### config.mk
export PLATFORM = sky130hd
export DESIGN_NAME = tpc_ram
export DESIGN_NICKNAME = d
export VERILOG_FILES = /design/src/design/tpc_ram.sv
export SDC_FILE = /design/constraint.sdc
export NUM_CORES = 1
export LEC_CHECK = 0
export ABC_AREA = 1
export BUFFER_PORTS_ARGS = -buffer_cell sky130_fd_sc_hd__buf_2
export CORE_AREA = 3 3 116 118
export CTS_BUF_LIST = sky130_fd_sc_hd__clkbuf_2 sky130_fd_sc_hd__clkbuf_4 sky130_fd_sc_hd__clkbuf_8
export DETAILED_ROUTE_END_ITERATION = 12
export DIE_AREA = 0 0 119 121
export PLACE_DENSITY = 0.68
export SLEW_MARGIN = 20
export SYNTH_ARGS = -nofsm -noshare
export SYNTH_HDL_FRONTEND = slang
export SYNTH_SLANG_ARGS = --single-unit
### constraint.sdc
create_clock -name clk_i -period 1.65 [get_ports clk_i]
set_clock_uncertainty 0.2 [all_clocks]
set_input_delay 0.0825 -clock clk_i [delete_from_list [all_inputs] [get_ports clk_i]]
set_output_delay 0.0825 -clock clk_i [all_outputs]
set_load 0.01 [all_outputs]
### src/design/tpc_ram.sv
// Generic single-write, single-read RAM with registered read data.
// No dependencies; storage is not reset.
module tpc_ram #(
  parameter int WIDTH = 8,
  parameter int DEPTH = 16
) (
  input  logic                     clk_i,
  input  logic                     we_i,
  input  logic [$clog2(DEPTH)-1:0] waddr_i,
  input  logic [WIDTH-1:0]         wdata_i,
  input  logic                     re_i,
  input  logic [$clog2(DEPTH)-1:0] raddr_i,
  output logic [WIDTH-1:0]         rdata_o
);

  logic [WIDTH-1:0] mem_q [DEPTH];
  logic [WIDTH-1:0] rdata_q;

  always_ff @(posedge clk_i) begin
    if (we_i) begin
      mem_q[waddr_i] <= wdata_i;
    end
    if (re_i) begin
      rdata_q <= mem_q[raddr_i];
    end
  end

  assign rdata_o = rdata_q;

endmodule

# [Yosys cells after proc, flatten, opt, wreduce, memory -nomap -nowiden]
# Memory sizes are Yosys's and may differ from the RTL's. A register that Yosys moved wholly into a read port is not among the register bits.
# Index checks and enable logic that the tools add are counted.
[word_totals] register_bits=0 ramBits=128 output_inout_bits=8 memories=1
[mem_list] name="mem_q" words=16 word_bits=8 read_ports=1 rd_ports_with_merged_regs=1 write_ports=1 line="16" text="logic [WIDTH-1:0] mem_q [DEPTH];"
[classes] mux=2
[op_table] op="$mux W1" count=2

# [Logic depth before layout (Yosys ltp)]
# Gate-level depths: netlist (run 1).
[depth] ltp_word=2 depth_mapped=8 depth_no_buf=7

# [Worst setup path after synthesis (run 1)]
# Ideal clock, no wire load.
[synth_path] kind="input-to-reg" start="in waddr_i[2]" end="mem mem_q[10][0] (enable)" setup_ps=370 t_arrival_ps=663 t_required_ps=1080 setup_slack_ps=417 path_stages=2 path_cell_list="nand3b_1 > nor2_1"
[synth_rtl] element="from (decl)" line="9" text="input logic [$clog2(DEPTH)-1:0] waddr_i,"
[synth_rtl] element="to (decl)" line="16"
# No word-level cell before the write port.

# [Worst setup path in the final report (run 1)]
[layout_path] start="in waddr_i[3]" end="mem mem_q[3][1] (enable)"
# No word-level cell before the write port.

==> summary.md, run 1 <==
| Metric | Value |
|---|---|
| Core Box Area | 12600 sq um |
| Leakage | 0.00293 uW |
| Max-slew violations | 0 |
| Share of cells above drive strength 1 | 0.129 |
| Yosys top cell by area | edfxtp_1 |
| Hold Vio Cnt, Final | 0 |
| CTS max path bufs | 2 |
| Num ports | 27 |
| Vias in the first global route | 3750 |
| VDD IR max | 0.592 mV |
| Crit end category | flip-flop |
| Top-area cell type share of the netlist area | 0.698 |
| Post-DP HPWL | 7860 um |
| ANT nets after route | 0 |
| Initial antenna violation count | 0 |
| Synth Register Bits | 136 |
| Via count | around 3800 |
| Placed insts | roughly 750 |
| Die height | ~120 um |
| Ant diodes | 0 |
| Via density | 4.82 |
| IO buf count | 26 |
| WL per Instance | 16.0 um |
| Min-delay worst type | primary input to flip-flop |
| Setup Buffers After CTS | 0 |
| Pin count of the biggest net entering global routing | between 60 and 70 |
| Final Setup Violations | 0 |
| Mean post-synth cell area | 10.6 sq um |
| Top post-synthesis cells by area | edfxtp_1, nand2_1, nand3_1 |
| Distinct cell type count after synthesis | 11 |
| Setup TNS Final | 0 ns |
| Mapped Cells | 551 |
| Placed inst area | 6240 sq um |
| Synthesis-to-layout area growth | 15.9% |
| Period utilisation layout | 0.908 |
| Peak Freq | around 0.67 GHz |
| Post-layout minimum cycle time | 1.50 ns |
| CP startpoint kind | primary input |
| RSZ-0062 raised after global routing | no |
| DRC Markers | 0 |
| Register area share after synthesis | 0.698 |
| DRT iter0 DRCs | about 330 |
| CP max FO | 5 |
| Synthesized area | 5850 sq um |
| Clk sink count | 136 |
| H-Tree Depth | 4 |
| Reg clk slew, reported paths | 0.07 ns |
| Synth Net Count | 570 |
| CP Class | primary input to flip-flop |
| Starting Density | 0.465 |
| Worst-Skew Late Latency | roughly 0.43 ns |
| Post-cts resize count | 0 |
| WP data arrival | 1.45 ns |
| Total GRT Usage | 0.190 |
| Die Width | 119 um |
| Finished Layout Cells | 792 |
| Final #Nets | 626 |
| Max cap viols | 0 |
| Fin area | around 6800 sq um |
| Gpl congestion | 0.832 |
| Req. time, crit path | approximately 1.6 ns |
| Congestion Overflow GR | 0 |
| First-pass GRT wire length | between 20000 and 25000 um |
| Worst-margin pin slew | 0.609 ns |
| Slew HR | 0.593 |
| Status | completed |
| Clock root cell | clkbuf_8 |
| Yosys warnings | 0 |
| Final wirelength | between 10000 and 15000 um |
| TritonCTS Buffers | 17 |
| Row count | 41 |
| First-pass DRT Iterations | 5 |
| DIE AREA | 14400 sq um |
| CTS tree | yes |
| Pwr dens | about 1100 nW/um^2 |
[cells by family after synthesis]
logic type / synth area share
flops: 0.698
buf+inv: 0.0939
simple gates: 0.208
[worst paths after layout]
check	start	end	slack, ns	cells past startpoint
max reg2reg	mem_q[1][3]$_DFFE_PP_	rdata_o[3]$_DFFE_PP_	0.30	6
min reg2reg	mem_q[12][1]$_DFFE_PP_	rdata_o[1]$_DFFE_PP_	0.55	6
max	waddr_i[3]	mem_q[3][1]$_DFFE_PP_	0.15	6
min	waddr_i[2]	mem_q[3][5]$_DFFE_PP_	0.02	4
[stage by stage]
| step | worst slack [ns] | utilization | hold WS (ns) | total power (uW) |
|---|---|---|---|---|
| 4_1_cts | 0.149 | 0.539 | 0.00157 | 7320 |
| 5_1_grt | 0.000265 | 0.539 | 0.0383 | 7530 |
| 6_report | 0.151 | 0.539 | 0.0206 | 7280 |
| 3_5_place_dp | 0.143 | 0.496 | 0.275 | 4470 |
| 2_1_floorplan | 0.417 | - | -0.0186 | 4260 |
| 3_3_place_gp | 0.126 | 0.496 | 0.271 | 4460 |
[layout by cell type, fill, tap and decap left out]
master	count
nand2_1	173
clkinvlp_4	1
buf_2	26
buf_12	3
clkinv_2	3
clkbuf_4	4
dlygate4sd3_1	12
nand3b_1	2
bufinv_16	4
clkbuf_8	17
clkinv_1	3
buf_4	20
inv_2	2
edfxtp_1	136
nor2_1	17
nand3_1	97
inv_1	100
[routing by layer]
| metal | up-vias | track usage | share of wire |
|---|---|---|---|
| met3 | 17 | 0.0415 | 0.063 |
| met1 | 1779 | 0.250 | 0.43 |
| met5 | - | 0 | 0 |
| met2 | 128 | 0.306 | 0.48 |
| met4 | 0 | 0.0797 | 0.023 |
| li1 | 1890 | - | - |
[power by group]
part	switching (uW)	internal, uW
Combinational	334	162
Clock	1180	1690
Sequential	24.6	3890
[registers in the layout (all words and copies together) (netlist names)]
name / count
mem_q: 128
rdata_o: 8
[cell usage after synthesis]
library cell / count
nand3_1: 97
inv_2: 2
buf_2: 13
inv_1: 100
edfxtp_1: 136
nand3b_1: 2
nor2_1: 17
buf_4: 4
buf_6: 6
buf_1: 1
nand2_1: 173
[critical path: stages]
cell and delay, ns:
dlygate4sd3_1 0.52, buf_2 0.14, nor2_1 0.09, nand2_1 0.10, nor2_1 0.30, buf_4 0.22
[final cells by class]
cell class | instances | area (sq um)
Multi-Input combinational cell | 289 | 1210
Timing Repair Buffer | 61 | 460
Sequential cell | 136 | 4080
Clock buffer | 21 | 264
Fill cell | 1094 | 5790
Clock inverter | 11 | 154
Tap cell | 172 | 215
Inverter | 102 | 383
[timing repair]
action / 4_1_cts / 5_1_grt
hold endpoints to repair: 147 / 0
setup endpoints to repair: 0 / 0
hold buffers: 12 / 0
(Power assumes the default switching activity.)
==> inputs of run 2 (changes only) <==
- BUFFER_PORTS_ARGS: -buffer_cell sky130_fd_sc_hd__buf_2 -> -buffer_cell sky130_fd_sc_hd__clkbuf_2
- SKIP_LAST_GASP: not set -> 1
==> run 2 against run 1 <==
Against the previous run:
- worst hold slack gained 0.18 ns
- sequential share of layout area grew 0.10 points
- critical path depth grew 1
- global-route usage grew 0.14 points
- via count grew 2.3%
- worst setup slack lost 0.0051 ns
- wire length grew 1.8%
- total power shrank 5.4%
- clock-buffer cell count shrank 4
- final cell count grew 0.51%
- critical endpoint is now rdata_o[1]$_DFFE_PP_
==> summary.md, run 2 (synthesis results as in run 1) <==
| Metric | Value |
|---|---|
| DRT iter0 DRCs | about 240 |
| Via density | between 4 and 5 |
| Max-slew violations | 0 |
| Share of cells above drive strength 1 | 0.133 |
| Final #Nets | between 600 and 700 |
| First-pass DRT Iterations | 5 |
| Vias in the first global route | ~3800 |
| Reg clk slew, reported paths | 0.08 ns |
| DIE AREA | 14400 sq um |
| DRC Markers | 0 |
| CP max FO | 16 |
| First-pass GRT wire length | about 21000 um |
| Final Setup Violations | 0 |
| Pwr dens | 1020 nW/um^2 |
| Req. time, crit path | 1.64 ns |
| Sw Share | 0.239 |
| Worst-margin pin slew | 0.619 ns |
| Die height | 121 um |
| Leakage | 0.00291 uW |
| Largest register FFs | 128 |
| VDD IR max | 0.538 mV |
| Leading cell type in the layout, fill and taps excluded | nand2_1 |
| Status | completed |
| Congestion Overflow GR | 0 |
| CP Class | primary input to flip-flop |
| Period utilisation layout | 0.911 |
| Synthesis-to-layout area growth | 15.7% |
| Fillers | around 1100 |
| Min-delay worst type | primary input to flip-flop |
| Gpl congestion | 0.846 |
| Max cap viols | 0 |
| Via count | 3901 |
| Clk sink count | ~140 |
| Finished Layout Cells | ~800 |
| WL per Instance | ~16 um |
| Post-DP HPWL | between 8000 and 9000 um |
| Clock root cell | clkbuf_8 |
| Internal power | 5240 uW |
| Post-layout minimum cycle time | 1.50 ns |
| Crit end category | flip-flop |
| Ant diodes | 0 |
| ANT nets after route | 0 |
| Starting Density | 0.465 |
| Initial antenna violation count | 0 |
| Gate power share | 0.074 |
| Most frequent cells in the layout | nand2_1, edfxtp_1, inv_1 |
| Core Box Area | around 13000 sq um |
| Hold Vio Cnt, Final | 0 |
| P_sw | 1650 uW |
| Biggest register | mem_q |
| H-Tree Depth | 4 |
| Final wirelength | about 13000 um |
| Row count | 41 |
| Pin count of the biggest net entering global routing | 65 |
| Placed insts | 748 |
| CP startpoint kind | primary input |
| Worst-Skew Late Latency | ~0.44 ns |
| Power Total | 6890 uW |
| CTS tree | yes |
| Die Width | 119 um |
| CTS max path bufs | 2 |
| Num ports | 27 |
| Clock share of power | 0.359 |
| TritonCTS Buffers | 17 |
| Setup TNS Final | 0 ns |
| IO buf count | 26 |
| Total GRT Usage | 0.191 |
| Core Util, Final | 0.538 |
| Place WS | a little under 0.09 ns |
| Sequential share of power | 0.567 |
| Peak Freq | approximately 0.66 GHz |
| RSZ-0062 raised after global routing | no |
| Slew HR | 0.587 |
| Fin worst setup slack | ~0.15 ns |
| WP data arrival | 1.49 ns |
-- run 2: cell count changes in the layout (fill, tap and decap cells not counted) --
cell           before  now
bufinv_16           4    1
clkbuf_4            4    0
clkinv_1            3    0
clkbuf_2            0   26
buf_2              26    0
clkinv_2            3    4
dlygate4sd3_1      12   16
clkinv_4            0    6
clkinvlp_4          1    4
-- run 2: cell type report --
type / count / area, sq um / share of cell area
sequential: 136 / 4080 / 0.604
multi-input combinational: 289 / 1210 / 0.179
timing repair buffer: 65 / 500 / 0.0740
inverter: 102 / 383 / 0.0566
clock buffer: 17 / 234 / 0.0346
tap: 172 / 215 / 0.0318
clock inverter: 15 / 133 / 0.0196
-- run 2: metrics by stage --
| stage | cell area [sq um] | hold WS (ns) |
|---|---|---|
| after floorplan | 5850 | -0.0186 |
| after global placement | 6240 | 0.299 |
| after detailed placement | 6240 | 0.299 |
| after CTS | 6760 | 0.193 |
| after global routing | 6760 | 0.223 |
| final | 6760 | 0.202 |
-- run 2: power groups by stage --
stage          sequential [uW]  clock (uW)  combinational (uW)
6_report                  3910        2470                 508
4_1_cts                   3910        2520                 512
5_1_grt                   3910        2680                 564
3_5_place_dp              3990           0                 480
3_3_place_gp              3990           0                 470
2_1_floorplan             3990           0                 273
-- run 2: path summary, 6_finish.rpt --
check | startpoint | cells after the start | to | slack [ns]
hold reg to reg | mem_q[6][2]$_DFFE_PP_ | 6 | rdata_o[2]$_DFFE_PP_ | 0.57
setup reg to reg | mem_q[11][4]$_DFFE_PP_ | 6 | rdata_o[4]$_DFFE_PP_ | 0.28
setup / recovery | raddr_i[2] | 7 | rdata_o[1]$_DFFE_PP_ | 0.15
hold / removal | raddr_i[0] | 7 | rdata_o[2]$_DFFE_PP_ | 0.20
-- run 2: per-layer routing --
metal / up-vias / track usage / share of wire
li1: 1897 / - / -
met1: 1864 / 0.251 / 0.43
met2: 130 / 0.317 / 0.50
met3: 10 / 0.0494 / 0.057
met4: 0 / 0.0529 / 0.011
met5: - / 0 / 0
-- run 2: repair_timing --
action	4_1_cts	5_1_grt
endpoints found under the setup margin	0	0
setup buffers	0	0
hold buffers	16	0
endpoints found under the hold margin	132	0
resized for setup	0	0
-- run 2: worst max-delay path, stage by stage --
cell	delay (ns)
dlygate4sd3_1	0.54
clkbuf_2	0.18
inv_1	0.08
buf_4	0.22
nand3_1	0.13
nand3_1	0.16
nand2_1	0.09
