## src/design/tpc_pkg.sv

```systemverilog
// Shared types and constants of the trie prefix counter.
// Used by the sequencer, the top level and the port checker; no dependencies.
package tpc_pkg;

  localparam int NODE_COUNT = 4096;
  localparam int ALPHA_SIZE = 26;
  localparam int COUNT_BITS = 16;

  localparam int NODE_W     = $clog2(NODE_COUNT);
  localparam int FREE_W     = NODE_W + 1;
  localparam int LETTER_W   = 5;
  localparam int SLOT_DEPTH = NODE_COUNT * ALPHA_SIZE;
  localparam int SLOT_W     = $clog2(SLOT_DEPTH);
  localparam int PCOUNT_W   = 16;
  localparam int S_TDATA_W  = 8;
  localparam int M_TDATA_W  = 24;

  // command carried on s_axis_tuser
  typedef enum logic {CMD_INSERT = 1'b0, CMD_QUERY = 1'b1} cmd_e;

  // microprogram steps
  localparam int STEP_W = 3;
  localparam logic [STEP_W-1:0] ST_CLEAR  = 3'd0;
  localparam logic [STEP_W-1:0] ST_FETCH  = 3'd1;
  localparam logic [STEP_W-1:0] ST_LOOKUP = 3'd2;
  localparam logic [STEP_W-1:0] ST_PROBE  = 3'd3;
  localparam logic [STEP_W-1:0] ST_FOLLOW = 3'd4;
  localparam logic [STEP_W-1:0] ST_FINISH = 3'd5;
  localparam logic [STEP_W-1:0] ST_ALLOC  = 3'd6;

  typedef enum logic [2:0] {
    JC_ALWAYS,
    JC_CLR_BUSY,
    JC_NO_XFER,
    JC_SKIP,
    JC_MISS,
    JC_OUT_BUSY
  } jcond_e;

  // one microcode word
  typedef struct packed {
    logic                clr;
    logic                accept;
    logic                lookup;
    logic                probe;
    logic                follow;
    logic                alloc;
    logic                finish;
    jcond_e              jcond;
    logic [STEP_W-1:0]   jt;
    logic [STEP_W-1:0]   jf;
  } ctrl_t;

  // datapath conditions sampled by the sequencer
  typedef struct packed {
    logic clr_busy;
    logic no_xfer;
    logic skip;
    logic miss;
    logic out_busy;
  } cond_t;

endpackage

```

## src/design/tpc_useq.sv

```systemverilog
// Microcode sequencer: step counter, control-word ROM and two-way jumps.
// Depends on tpc_pkg for the control word, condition struct and step codes.
module tpc_useq (
  input  logic            clk_i,
  input  logic            rst_ni,
  input  tpc_pkg::cond_t  cond_i,
  output tpc_pkg::ctrl_t  ctrl_o
);

  logic [tpc_pkg::STEP_W-1:0] step_q, step_d;
  tpc_pkg::ctrl_t             word;
  logic                       hit;

  function automatic tpc_pkg::ctrl_t rom(input logic [tpc_pkg::STEP_W-1:0] s);
    tpc_pkg::ctrl_t w;
    w       = '0;
    w.jcond = tpc_pkg::JC_ALWAYS;
    w.jt    = tpc_pkg::ST_FETCH;
    w.jf    = tpc_pkg::ST_FETCH;
    unique case (s)
      tpc_pkg::ST_CLEAR: begin
        w.clr = 1'b1; w.jcond = tpc_pkg::JC_CLR_BUSY;
        w.jt = tpc_pkg::ST_CLEAR; w.jf = tpc_pkg::ST_FETCH;
      end
      tpc_pkg::ST_FETCH: begin
        w.accept = 1'b1; w.jcond = tpc_pkg::JC_NO_XFER;
        w.jt = tpc_pkg::ST_FETCH; w.jf = tpc_pkg::ST_LOOKUP;
      end
      tpc_pkg::ST_LOOKUP: begin
        w.lookup = 1'b1; w.jcond = tpc_pkg::JC_SKIP;
        w.jt = tpc_pkg::ST_FINISH; w.jf = tpc_pkg::ST_PROBE;
      end
      tpc_pkg::ST_PROBE: begin
        w.probe = 1'b1; w.jcond = tpc_pkg::JC_MISS;
        w.jt = tpc_pkg::ST_ALLOC; w.jf = tpc_pkg::ST_FOLLOW;
      end
      tpc_pkg::ST_FOLLOW: begin
        w.follow = 1'b1;
        w.jt = tpc_pkg::ST_FINISH; w.jf = tpc_pkg::ST_FINISH;
      end
      tpc_pkg::ST_FINISH: begin
        w.finish = 1'b1; w.jcond = tpc_pkg::JC_OUT_BUSY;
        w.jt = tpc_pkg::ST_FINISH; w.jf = tpc_pkg::ST_FETCH;
      end
      tpc_pkg::ST_ALLOC: begin
        w.alloc = 1'b1;
        w.jt = tpc_pkg::ST_FINISH; w.jf = tpc_pkg::ST_FINISH;
      end
      default: begin
        w.jt = tpc_pkg::ST_FETCH; w.jf = tpc_pkg::ST_FETCH;
      end
    endcase
    return w;
  endfunction

  assign word = rom(step_q);

  always_comb begin
    unique case (word.jcond)
      tpc_pkg::JC_ALWAYS:   hit = 1'b1;
      tpc_pkg::JC_CLR_BUSY: hit = cond_i.clr_busy;
      tpc_pkg::JC_NO_XFER:  hit = cond_i.no_xfer;
      tpc_pkg::JC_SKIP:     hit = cond_i.skip;
      tpc_pkg::JC_MISS:     hit = cond_i.miss;
      tpc_pkg::JC_OUT_BUSY: hit = cond_i.out_busy;
      default:              hit = 1'b1;
    endcase
    step_d = hit ? word.jt : word.jf;
  end

  always_ff @(posedge clk_i or negedge rst_ni) begin
    if (!rst_ni) begin
      step_q <= tpc_pkg::ST_CLEAR;
    end else begin
      step_q <= step_d;
    end
  end

  assign ctrl_o = word;

endmodule

```

## config.mk

```make
export PLATFORM = sky130hd
export DESIGN_NAME = tpc_useq
export DESIGN_NICKNAME = d
export VERILOG_FILES = /design/src/design/tpc_pkg.sv /design/src/design/tpc_useq.sv
export SDC_FILE = /design/constraint.sdc
export NUM_CORES = 1
export LEC_CHECK = 0
export ABC_AREA = 1
export BUFFER_PORTS_ARGS = -buffer_cell sky130_fd_sc_hd__buf_4
export CAP_MARGIN = 25
export CORE_AREA = 2 2 39 41
export DETAILED_ROUTE_END_ITERATION = 8
export DIE_AREA = 0 0 41 43
export GPL_TIMING_DRIVEN = 0
export PLACE_DENSITY_LB_ADDON = 0.05
export SYNTH_ARGS = -nofsm -noshare
export SYNTH_HDL_FRONTEND = slang
export SYNTH_SLANG_ARGS = --single-unit
```

## constraint.sdc

```tcl
create_clock -name clk_i -period 1.2 [get_ports clk_i]
set_input_delay 0.06 -clock clk_i [delete_from_list [all_inputs] [get_ports clk_i]]
set_output_delay 0.06 -clock clk_i [all_outputs]
set_load 0.005 [all_outputs]
```

Word level (Yosys, flattened, before mapping)
Cells that the tools add are included.
- RAM bits: 0
- register bits: 3
- ROM bits: 0
- input port bits: 7
- output and inout port bits: 16
- memories: 0
- bits in latches: 0
- add/subtract/negate cells: 0
- reductions and logical operators: 2
- shift-type cells: 0
- bitwise gates (word level): 0
- muxes and demuxes: 11
- magnitude comparators: 0
- multipliers: 0
- divide/modulo/power cells: 0
- equality and inequality tests: 11
- operators with widths (kind ; number):
    case mux 6 bit (6 select lines) ; 1
    equality test 3 bit, second input constant ; 5
    case mux 3 bit (5 select lines) ; 1
    equality test 3 x 2 -> 1 bit, second input constant ; 4
    2-to-1 mux 1 bit ; 7
    equality test 3 x 1 -> 1 bit, second input constant ; 2
    case mux 1 bit (5 select lines) ; 1
    logical NOT 3 bit ; 1
    2-to-1 mux 3 bit ; 1
    OR reduction 2 bit ; 1

Longest topological paths before layout
Gate-level depths: netlist (run 1).
- word-level depth: 5
- mapped depth: 9
- depth with buffers taken out: 8

Worst setup path after synthesis (run 1)
OpenSTA, ideal clock, no wires.
- path type: reg-to-reg
- from: register step_q[1] (netlist bit)
- to: register step_q[0] (netlist bit)
- setup slack: 0.098 ns
- data arrival time: 0.985 ns
- stages on the path, launching flop included: 10
- path buffers: 1
- required time: 1.083 ns
- clock period less this slack: 1.102 ns
- cells stage by stage: dfrtp_1 > buf_6 > inv_8 > nand2_8 > nand2_4 > nand2_2 > nor2_4 > nand2_2 > nand2_1 > nand2_1
- word-level cells in the longest chain between the ends: 5
- ends and longest elaborated chain (what ; line ; RTL):
    from (decl) ; tpc_useq.sv:10 ; logic [tpc_pkg::STEP_W-1:0] step_q, step_d;
    from (signal assigned) ; tpc_useq.sv:73 ; step_q <= tpc_pkg::ST_CLEAR;
    from (signal assigned) ; tpc_useq.sv:75 ; step_q <= step_d;
    equality test 3 bit (tied with other cells) ; tpc_useq.sv:20 ; unique case (s)
    case mux 3 bit (5 select lines) ; tpc_useq.sv:20 ;
    equality test 3 bit (tied with other cells) ; tpc_useq.sv:59 ; unique case (word.jcond)
    case mux 1 bit (5 select lines) ; tpc_useq.sv:59 ;
    2-to-1 mux 3 bit * ; tpc_useq.sv:68 ; step_d = hit ? word.jt : word.jf;
    net step_d, one bit ; tpc_useq.sv:10 ;
Mark *: on every way through the listed nets, which the timed path passes. The rest lies on a longest branch.

==> impl_metrics.ini, run 1 <==
[die]
die_w_um = 41
boundaryPins = 23
num_rows = 14
die_y_um = 43
dieArea_sq_um = 1760
coreArea_sq_um = 1380
start_util = 0.283

[final_layout]
utilization = 0.566
area_growth_syn_to_layout_pct = 100
fillers = 142
final_layout_size_suffix_gt1_frac = 0.692
regMostFlops = step_q
largest_register_ffs = 3
diodes = 0
fin_nets = 99
top_regs = step_q x3
fin_cells = 107

[power_and_ir_drop]
p_leak_nw = 0.425
p_sw_mw = 1.07
combPwrFrac = 0.849
seqPwrFrac = 0.078
pwr-share-clk = 0.073
irDropWorstVdd_mv = 1.43
swShare = 0.453
internal-power_mw = 1.29
cellPowerDensity_nw_per_um2 = 3010

[clock_network]
insertion_delay_ps = 230
cts_buffers = 3
clock-root-buffer = clkbuf_4
cts.sinks = 3
cts_max_path_buffers = 2
clkTransAtPathRegs_ps = 40
htree_levels = 1
cts_tree = yes

[timing]
drv_slew = 0
slew_headroom = 0.897
timing.final.crit_share = 1.05
hold_violations = 0
rsz0062_at_grt = true
worst_slack_ps = -55.5
fmax_ghz = 0.796
tightest_slew_ps = 153
finalCriticalPeriod_ps = 1260
setup_viol = 12
holdWs_ps = 155
fin_skew_ps = 2.21

[logic_synthesis]
synth.yosys.seq_area_share = 0.192
synth_top_area_cell = dfrtp_1
synth-compound-area-share = 0.0703
yosys-mux-area-fraction = 0
synthAdderAreaFrac = 0
synth_top_family_by_area = simple AND/OR/NAND/NOR gates
yosys.cell_types.count = 21
synth_area_per_cell_sq_um = 7.39
synth-main-ff-cell = dfrtp_1
synthMostInstantiatedCell = nand2_1
synth_common_cells = nand2_1 (9), nor2_1 (8), nand3_1 (5)
synth_cells = 53
synth_xor_area_frac = 0
ys_warn_count = 0
ys_seq_elements = 3
synth.top_cell.area_share = 0.192
synth-edff-count = 0
synth-simple-area-share = 0.559
postSynth.asyncResetShare = 1.00
synth_area_sq_um = 392
syn-num-nets = 60
yosys-top-cells-area = dfrtp_1 (19%), nand2_1 (8.6%), buf_6 (8.6%)

[critical_path]
r2r_slack_ps = -30
r2r_start = step_q[1]
crit_type = reg -> out
cp-start-kind = flop
worst_setup_path_end_kind = output port
crit_required_ps = 1140
rr_worst_depth = 8
path_max_fanout = 8
cp.arrival_ps = 1200
r2r_end = step_q[0]

[place]
dp.cells = 91
port_buffers = 22
hpwl_um = 736
place_congestion = 0.688

[outcome]
violations = negative setup slack
status = finished, violations left

[global_route]
grt_pass1_vias = 445
antenna_found_initial = 0
grt_max_degree = 9
grt_pass1_wl_um = 1820
grt_overflow_total = 0
grt_util_all_layers = 0.151

[detailed_routing]
via_per_inst = 4.39
post-route-drc-count = 0
vias = 470
wire_per_inst_um = 10.2
drtPass1Iterations = 2
postRouteAntennaNets = 0
drt_wl_total_um = 1090
drtIter0Drc = 1

[job]
drv_cap = 0

[min_path]
hold_class = in -> async
==> per-layer routing <==
metal / up-vias / part of all wire / global-route usage
li1: 250 / - / -
met4: 0 / 0 / 0.0800
met2: 15 / 0.47 / 0.219
met1: 205 / 0.45 / 0.205
met5: - / 0 / 0
met3: 0 / 0.073 / 0.0262
==> logic make-up after synthesis <==
logic type,Yosys count
DFF,3
and+or+nand+nor,36
buffers and inverters,10
AOI/OAI and AO/OA,4
==> cell usage in the layout (no fill, tap or decap) <==
| master | instances |
|---|---|
| a21oi_1 | 1 |
| a21oi_2 | 1 |
| a21oi_4 | 1 |
| buf_4 | 29 |
| buf_6 | 6 |
| buf_8 | 1 |
| clkbuf_1 | 1 |
| clkbuf_4 | 3 |
| dfrtp_1 | 3 |
| dlygate4sd3_1 | 1 |
| inv_1 | 3 |
| inv_2 | 1 |
| inv_4 | 1 |
| inv_6 | 1 |
| inv_8 | 1 |
| nand2_1 | 6 |
| nand2_2 | 3 |
| nand2_4 | 4 |
| nand2_8 | 1 |
| nand3_1 | 5 |
| nand3_2 | 2 |
| nand4_1 | 2 |
| nor2_1 | 5 |
| nor2_2 | 2 |
| nor2_4 | 3 |
| nor2_8 | 1 |
| nor3_1 | 1 |
| nor3_2 | 1 |
| o21ai_4 | 1 |
==> power by group through the flow <==
stage / Sequential [mW] / Combinational (mW) / Clock, mW
4_1_cts: 0.175 / 1.82 / 0.181
3_5_place_dp: 0.177 / 1.51 / 0
6_report: 0.183 / 2.00 / 0.173
2_1_floorplan: 0.174 / 0.966 / 0
3_3_place_gp: 0.176 / 1.52 / 0
5_1_grt: 0.188 / 2.18 / 0.196
==> area by class of cell <==
type	count	area, sq um	area share
multi-input combinational	40	310	0.396
timing repair buffer	34	273	0.348
sequential	3	75.1	0.0958
inverter	7	41.3	0.0527
buffer	3	37.5	0.0479
clock buffer	4	26.3	0.0335
tap	16	20.0	0.0256
==> through the flow <==
stage | setup TNS (ps) | setup WS [ps] | cell area, sq um | power [mW]
floorplan | 0 | 98.1 | 392 | 1.14
global placement | 0 | 20.3 | 577 | 1.70
detailed placement | 0 | 16.2 | 577 | 1.69
CTS | -321 | -55.7 | 716 | 2.17
global route | -1540 | -124 | 783 | 2.57
finish | -345 | -55.5 | 783 | 2.35
==> timing repair <==
action	CTS	global route
endpoints found under the hold margin	3	0
setup endpoints to repair	11	19
gates resized for setup	9	13
pin swaps	7	12
setup buffers	9	2
hold buffers	1	0
==> critical path, cell delays in order, from the launching register on <==
cell	delay [ps]
dfrtp_1	400
buf_6	160
nor2_8	140
nand2_4	70
o21ai_4	60
buf_6	110
==> worst max path at each step <==
stage                     end  cells past startpoint  slack (ps)      start
floorplan           step_q[0]                      9         100  step_q[1]
global placement    step_q[0]                      9          20  step_q[1]
detailed placement  step_q[0]                      9          20  step_q[1]
CTS                 step_q[0]                      8         -60  step_q[1]
global route        ctrl_o[2]                      5        -120  step_q[2]
finish              ctrl_o[2]                      5         -60  step_q[2]
Power figures use the tool's default switching activity.
==> inputs of run 2 (changes only) <==
--- a/config.mk
+++ b/config.mk
@@ -13,6 +13,7 @@
 export DIE_AREA = 0 0 41 43
 export GPL_TIMING_DRIVEN = 0
 export PLACE_DENSITY_LB_ADDON = 0.05
+export RECOVER_POWER = 100
 export SYNTH_ARGS = -nofsm -noshare
 export SYNTH_HDL_FRONTEND = slang
 export SYNTH_SLANG_ARGS = --single-unit
==> run 2 against run 1 <==
  * The run still ends with negative setup slack left
  * Critical endpoint unchanged
  * Die area stayed put
  * First-iteration DRC count stayed put
  * Highest routed layer unchanged
  * Utilization is 0.27 points lower
  * Largest cell class unchanged
  * Maximum frequency stayed put
==> impl_metrics.ini, run 2 (same netlist as run 1, synthesis figures left out) <==
[detailed_routing]
dr_wl_met3_um = 80
via_per_inst = 4.39
maxUsedRoutingLayer = met3
drtIter0Drc = 1
drt_wl_total_um = 1090
vias = 470
wire_per_inst_um = 10.2
drtPass1Iterations = 2
postRouteAntennaNets = 0
wl_met1_um = 491
met2WireLength_um = 519
post-route-drc-count = 0

[clock_network]
cts_buffers = 3
cts_max_path_buffers = 2
cts.sinks = 3
cts_tree = yes
clkTransAtPathRegs_ps = 40
clock-root-buffer = clkbuf_4
htree_levels = 1
insertion_delay_ps = 230

[final_layout]
multiInputGateArea_sq_um = 310
area_growth_syn_to_layout_pct = 99.0
fin_nets = 99
layout_commonest_cell = buf_4
fin_cells = 107
regMostFlops = step_q
stdcell_area_sq_um = 779
utilization = 0.563
seq_area_sq_um = 75.1
fillers = 144
top_regs = step_q x3
largest_register_ffs = 3
final_cell_mix = buf_4 (28), buf_6 (6), nand2_1 (6)
final_layout_size_suffix_gt1_frac = 0.681
diodes = 0

[power_and_ir_drop]
p_sw_mw = 1.07
p_leak_nw = 0.421
power_mw = 2.35
internal-power_mw = 1.29
seqPwrFrac = 0.078
cellPowerDensity_nw_per_um2 = 3020
swShare = 0.453
irDropWorstVdd_mv = 1.43
pwr-share-clk = 0.073
combPwrFrac = 0.849

[critical_path]
path_buf_inv = 2
setup.worst_path.start = step_q[2]
crit_required_ps = 1140
cp.arrival_ps = 1200
slowest_delay_ps = 400
cp-start-kind = flop
path_cells = buf_6 -> nor2_8 -> nand2_4 -> o21ai_4 -> buf_6
worst_setup_path_end_kind = output port
slowest_stage = dfrtp_1
critPathTopFamily = flip-flops
crit_type = reg -> out
path_max_fanout = 8
rr_worst_depth = 8
cp_common_cell = buf_6
r2r_end = step_q[0]
r2r_start = step_q[1]
r2r_slack_ps = -30

[die]
start_util = 0.283
die_w_um = 41
boundaryPins = 23
num_rows = 14
coreArea_sq_um = 1380
die_y_um = 43
dieArea_sq_um = 1760

[place]
place_congestion = 0.688
dp.cells = 91
postPlaceCellArea_sq_um = 577
port_buffers = 22
hpwl_um = 736
dpl_worst_slack_ps = 16.2

[global_route]
grt_max_degree = 9
grt_pass1_wl_um = 1820
antenna_found_initial = 0
grt_overflow_total = 0
grt_util_all_layers = 0.151
grt_pass1_vias = 445

[outcome]
status = finished, violations left
violations = negative setup slack

[timing]
holdWs_ps = 161
rsz0062_at_grt = true
hold_violations = 0
fin_skew_ps = 2.21
timing.final.crit_share = 1.05
worst_slack_ps = -55.5
tightest_slew_ps = 153
slew_headroom = 0.897
drv_slew = 0
tns_ps = -345
fmax_ghz = 0.796
setup_viol = 12
finalCriticalPeriod_ps = 1260

[job]
drv_cap = 0

[min_path]
hold_class = in -> async
run 2: cell count changes in the layout (fill, tap and decap cells not counted):
cell	previous run	this run
buf_4	29	28
clkbuf_1	1	2
run 2: layout make-up:
cell class,count,area share
repair buffers,34,0.345
clock buffers,4,0.0337
multi-input cells,40,0.398
inverters,7,0.0530
well taps,16,0.0257
flip-flops and latches,3,0.0963
plain buffers,3,0.0482
run 2: power groups by stage:
stage / clock network (mW) / logic (mW) / registers [mW]
finish: 0.173 / 2.00 / 0.183
global route: 0.196 / 2.18 / 0.188
CTS: 0.181 / 1.82 / 0.175
detailed placement: 0 / 1.51 / 0.177
global placement: 0 / 1.52 / 0.176
floorplan: 0 / 0.966 / 0.174
run 2: worst max path at each step:
stage	endpoint	slack (ps)	cells after the start
2_1_floorplan	step_q[0]	100	9
3_3_place_gp	step_q[0]	20	9
3_5_place_dp	step_q[0]	20	9
4_1_cts	step_q[0]	-60	8
5_1_grt	ctrl_o[2]	-120	5
6_report	ctrl_o[2]	-60	5
run 2: metal layers:
layer,vias to the layer above,track usage
met3,0,0.0262
met2,15,0.219
met4,0,0.0800
met1,205,0.205
met5,-,0
li1,250,-
run 2: repair_timing:
| item | in CTS | in global routing |
|---|---|---|
| setup buffers | 9 | 2 |
| setup endpoints to repair | 11 | 19 |
| gates resized for setup | 9 | 13 |
| pin swaps | 7 | 12 |
| hold buffers | 1 | 0 |
| endpoints found under the hold margin | 3 | 0 |
